[config.mk]
export PLATFORM = sky130hd
export DESIGN_NAME = rpsl_ram
export DESIGN_NICKNAME = d
export VERILOG_FILES = /design/src/design/rpsl_ram.sv
export SDC_FILE = /design/constraint.sdc
export NUM_CORES = 1
export LEC_CHECK = 0
export BUFFER_PORTS_ARGS = -buffer_cell sky130_fd_sc_hd__buf_2
export CORE_ASPECT_RATIO = 1.75
export CORE_MARGIN = 2
export CORE_UTILIZATION = 30
export CTS_BUF_LIST = sky130_fd_sc_hd__clkbuf_16
export DETAILED_ROUTE_END_ITERATION = 7
export GPL_ROUTABILITY_DRIVEN = 0
export HOLD_SLACK_MARGIN = 0.02
export MAX_ROUTING_LAYER = met4
export REMOVE_ABC_BUFFERS = 1
export SKIP_CTS_REPAIR_TIMING = 1
export SYNTH_ARGS = -nofsm -noshare
export SYNTH_HDL_FRONTEND = slang
export SYNTH_SLANG_ARGS = --single-unit
[constraint.sdc]
create_clock -name clk -period 2.4 [get_ports clk]
set_input_delay 0.48 -clock clk [delete_from_list [all_inputs] [get_ports clk]]
set_output_delay 0.48 -clock clk [all_outputs]
set_load 0.005 [all_outputs]
[src/design/rpsl_ram.sv]
// Generic simple dual-port RAM with one write port and a registered read port.
`default_nettype none

module rpsl_ram #(
    parameter int WIDTH = 8,
    parameter int DEPTH = 16
) (
    input  wire logic                     clk,
    input  wire logic                     wr_en,
    input  wire logic [$clog2(DEPTH)-1:0] wr_addr,
    input  wire logic [WIDTH-1:0]         wr_data,
    input  wire logic [$clog2(DEPTH)-1:0] rd_addr,
    output logic      [WIDTH-1:0]         rd_data
);

    logic [WIDTH-1:0] mem [DEPTH];

    // Write port and registered read port.
    always_ff @(posedge clk) begin
        if (wr_en) begin
            mem[wr_addr] <= wr_data;
        end
        rd_data <= mem[rd_addr];
    end

endmodule

`default_nettype wire

==> metrics, run 1 <==
status=finished, final reports clean; hold path depth=1; Slew headroom=0.490; sum of negative setup slack=0 ns; CTS root buffer=clkbuf_16; DP Worst Slack=0.460 ns; Setup CP Type=input pin to flip-flop; clk_lat worst skew=0.41 ns; die area=18300 um2; RSZ-0062 raised after global routing=false; worst reg-to-reg path cell count=3; clk buf depth=2; fraction of layout cells with a size suffix above 1=0.319; total grt overflow=0; final count of negative-setup-slack endpoints=0; VDD IR-drop max=0.499 mV; clock skew=0.00925 ns; Placed Area=5640 um2; Detailed Route Iter0 Violations=170; Max Fclk=660 MHz; Crit Reg-Reg Startpoint=mem[3][7]; post-synthesis average cell area=22.5 um2; Crit Path Max Fanout=32; Final Util=0.370; largest net degree at the start of global routing=33; Worst-path clk slew=0.06 ns; fin area=6240 um2; # nets final=300; Tmin final=1.52 ns; Slew Limit Fails=0; Pwr Total=5.52 mW; Synth Cell Area=5150 um2; core area=16900 um2; Ant. Diodes=0; post-synthesis register bit count=136; commonest non-fill, non-tap cells in the layout=128 x edfxtp_1, 25 x buf_2, 18 x mux4_2; Total GRT Usage=0.127; total CTS buffers=17; Pwr Density=883 nW/um2; WP data arrival=1.81 ns; setup slack, reg-to-reg=1.06 ns; worst hold path startpoint=wr_data[6]; Layout area overhead=21.3%; final wirelength=10300 um; drt wl/cell=19.6 um; Final Hold Violating Endpoints=0; WHS Endpoint=mem[4][6]; commonest non-fill, non-tap cell in the layout=edfxtp_1; DRT Pass-1 Iters=4; R2R Path End=rd_data[7]; initial antenna violation count=0; Die Y=177 um; Worst Setup Start Kind=input pin; Critical Path RT=2.69 ns; Setup crit end kind=flip-flop; initial core utilization=0.305; HP Class=input pin to flip-flop; via count=2406; first-pass GRT wire length=15800 um; CTS tree=done; hpwl dp=7000 um; final worst slack=0.884 ns; P_leak=2.10 nW; Distinct cells, synth=19; Yosys warnings=0; Seq/Total Area, Yosys=0.778; Max Cap Viol=0; Rows=63; clk sink count=136; # fillers=1557; Port Buffers=25; Die W=103 um; number of top-level pins=26; Residual DRC=0; post-route ant nets=0; Post-Synthesis Cells=229; H-tree level count=4; final worst path period share=0.632; vias in the first global route=2712; Via density=4.61; slew of the pin with the lowest slew margin=0.762 ns
==> state kept, by name, summed over array words and instances, names as in the netlist <==
register,count
rd_data,8
mem,128
==> synth_stat cells <==
master             n  area share
nor2_1            13      0.0095
nor3_1             4      0.0039
a22oi_1           16       0.023
nand2b_1           2      0.0024
dfxtp_1            8       0.031
nor2b_1            1      0.0012
buf_2              3      0.0029
buf_6              3      0.0066
edfxtp_1         128        0.75
and2b_1            1      0.0015
mux4_1            14       0.071
clkdlybuf4s25_2    3      0.0058
nand3_1            1     0.00097
and2_1             1      0.0012
or3b_2             1      0.0017
nand3b_1           2      0.0029
nand2_1            9      0.0066
mux4_2            18       0.079
buf_4              1      0.0015
==> critical path, cell delays in order <==
cell and delay (ns):
buf_2 0.10, buf_12 0.24, mux4_1 0.60, a22oi_1 0.24
nand2_1 0.09
==> cell families (layout without fill, tap and decap cells) <==
group	Yosys count	count (layout)	share of synthesized area
AOI/OAI and AO/OA	16	16	0.0233
buffers and inverters	10	76	0.0168
DFF	136	136	0.778
muxes	32	32	0.150
and+or+nand+nor	35	35	0.0318
==> stage by stage <==
| step | cells | hold WS, ns |
|---|---|---|
| after floorplan | 219 | 0.579 |
| after global placement | 490 | 0.664 |
| after detailed placement | 490 | 0.670 |
| after CTS | 522 | 0.437 |
| after global routing | 522 | 0.452 |
| final | 522 | 0.450 |
==> layout make-up <==
class / instances / area [um2] / area share
clock buffer: 17 / 425 / 0.0681
sequential: 136 / 4000 / 0.641
clock inverter: 15 / 180 / 0.0289
timing repair buffer: 44 / 293 / 0.0469
tap: 227 / 284 / 0.0455
multi-input combinational: 83 / 1060 / 0.169
==> worst max path at each step <==
stage	slack (ns)	start	depth (start not counted)	endpoint
5_1_grt	0.79	rd_addr[0]	5	rd_data[5]
3_3_place_gp	0.46	rd_addr[0]	5	rd_data[7]
4_1_cts	0.88	rd_addr[0]	5	rd_data[5]
2_1_floorplan	0.43	wr_addr[2]	2	mem[0][0]
3_5_place_dp	0.46	rd_addr[0]	5	rd_data[7]
6_report	0.88	rd_addr[0]	5	rd_data[5]
==> metal layers <==
metal,vias to the layer above,wire length (um),global-route usage
met2,75,5950,0.225
li1,1079,-,-
met4,0,146,0.0466
met3,12,472,0.0391
met1,1240,3690,0.130
met5,-,0,-
==> power by group <==
| part | leakage [nW] | switching, mW | internal, mW | total (mW) |
|---|---|---|---|---|
| clock network | 0.295 | 0.968 | 1.64 | 2.60 |
| registers | 1.22 | 0.0144 | 2.66 | 2.67 |
| logic | 0.581 | 0.136 | 0.106 | 0.242 |
| total | 2.10 | 1.12 | 4.40 | 5.52 |
(Power assumes the default switching activity.)
==> inputs of run 2 (changes only) <==
==> constraint.sdc (replaced) <==
create_clock -name clk -period 1.6 [get_ports clk]
set_input_delay 0.32 -clock clk [delete_from_list [all_inputs] [get_ports clk]]
set_output_delay 0.32 -clock clk [all_outputs]
set_load 0.005 [all_outputs]
==> run 2 against run 1 <==
Net effect:
- flip-flop and latch count stayed put
- combinational power is 61% higher
- largest cell class unchanged
- setup slack worse by 0.61 ns
- design area is 1.3% higher
- critical endpoint is now rd_data[0]
- hold slack worse by 0.15 ns
- non-clock buffer count is 11 higher
- sequential share of layout area is 0.84 points lower
- sequential power is 50% higher
==> metrics, run 2 (same netlist as run 1, synthesis figures left out) <==
status=finished, final reports clean; CTS root buffer=clkbuf_16; initial antenna violation count=0; Via density=4.63; logic gate share of total power=0.048; Max Cap Viol=0; Int Pwr=6.46 mW; final wirelength=10200 um; R2R Path End=rd_data[0]; clk sink count=136; Total GRT Usage=0.124; Final Util=0.375; initial core utilization=0.305; Layout area overhead=22.9%; switching power=1.70 mW; RSZ-0062 raised after global routing=false; register area=4000 um2; H-tree level count=4; Setup crit end kind=flip-flop; commonest non-fill, non-tap cell in the layout=edfxtp_1; Worst-path clk slew=0.06 ns; commonest non-fill, non-tap cells in the layout=128 x edfxtp_1, 26 x buf_4, 25 x buf_2; Slew headroom=0.478; CTS tree=done; Residual DRC=0; Rows=63; # fillers=1567; total grt overflow=0; Detailed Route Iter0 Violations=159; Die W=103 um; final count of negative-setup-slack endpoints=0; Sw Ratio=0.208; clock skew=0.00758 ns; final worst path period share=0.826; vias in the first global route=2640; Clock power frac=0.462; via count=2468; core area=16900 um2; first-pass GRT wire length=15600 um; Top reg by flops=mem; Port Buffers=25; Ant. Diodes=0; clk buf depth=2; fraction of layout cells with a size suffix above 1=0.337; Sequential Power Share=0.490; flip-flop count of the largest register after layout=128; hpwl dp=6880 um; Critical Path RT=1.89 ns; drt wl/cell=19.1 um; Placed Area=5750 um2; clk_lat worst skew=0.41 ns; Worst Setup Start Kind=flip-flop; multi-input logic area=1060 um2; Pwr Density=1290 nW/um2; Crit Reg-Reg Startpoint=mem[5][0]; WP data arrival=1.61 ns; number of top-level pins=26; setup slack, reg-to-reg=0.28 ns; post-route ant nets=0; worst reg-to-reg path cell count=3; DRT Pass-1 Iters=4; P_leak=2.15 nW; Max Fclk=757 MHz; Slew Limit Fails=0; VDD IR-drop max=0.687 mV; Top Registers=mem: 128 flops, rd_data: 8 flops; # nets final=311; slew of the pin with the lowest slew margin=0.781 ns; largest net degree at the start of global routing=22; Worst setup endpoint=rd_data[0]; Crit Path Max Fanout=1; crit path from=mem[5][0]; die area=18300 um2; fin area=6330 um2; Final Hold Violating Endpoints=0; HP Class=input pin to flip-flop; Setup CP Type=flip-flop to flip-flop; Die Y=177 um; Tmin final=1.32 ns; total CTS buffers=17
[run 2: final cells by class]
type,instances,area share
Clock buffer,17,0.0672
Clock inverter,15,0.0245
Multi-Input combinational cell,83,0.167
Sequential cell,136,0.633
Tap cell,227,0.0449
Timing Repair Buffer,55,0.0633
[run 2: per-layer routing]
metal | vias up | wire length (um) | track usage
met3 | 14 | 380 | 0.0403
met2 | 64 | 5590 | 0.205
met5 | - | 0 | -
met1 | 1290 | 4040 | 0.139
met4 | 0 | 168 | 0.0455
li1 | 1100 | - | -
[run 2: metrics by stage]
stage	setup WS [ns]	TNS, ns	hold slack (ns)	std cells	power (mW)
CTS	0.271	0	0.285	533	8.24
finish	0.279	0	0.298	533	8.16
detailed placement	-0.0915	-0.885	0.653	501	4.47
global route	0.208	0	0.289	533	8.43
global placement	-0.0937	-0.844	0.646	501	4.46
floorplan	-0.213	-1.70	0.419	219	4.24
[run 2: worst min path at each step]
stage | start | to | cells past startpoint
after global routing | wr_data[4] | mem[8][4] | 1
after floorplan | wr_data[0] | mem[0][0] | 0
final | wr_data[4] | mem[8][4] | 1
after global placement | mem[14][1] | rd_data[1] | 3
after CTS | wr_data[4] | mem[4][4] | 1
after detailed placement | mem[14][1] | rd_data[1] | 3
[run 2: power by group through the flow]
| stage | Sequential [mW] | Combinational [mW] | Clock, mW |
|---|---|---|---|
| 2_1_floorplan | 4.08 | 0.160 | 0 |
| 3_3_place_gp | 4.07 | 0.387 | 0 |
| 3_5_place_dp | 4.08 | 0.396 | 0 |
| 4_1_cts | 4.00 | 0.399 | 3.84 |
| 5_1_grt | 4.01 | 0.426 | 4.00 |
| 6_report | 4.00 | 0.389 | 3.77 |
[run 2: critical path, cell delays in order, from the launching register on]
cell and delay [ns]:
edfxtp_1 0.36, mux4_1 0.53, a22oi_1 0.22, nand2_1 0.09
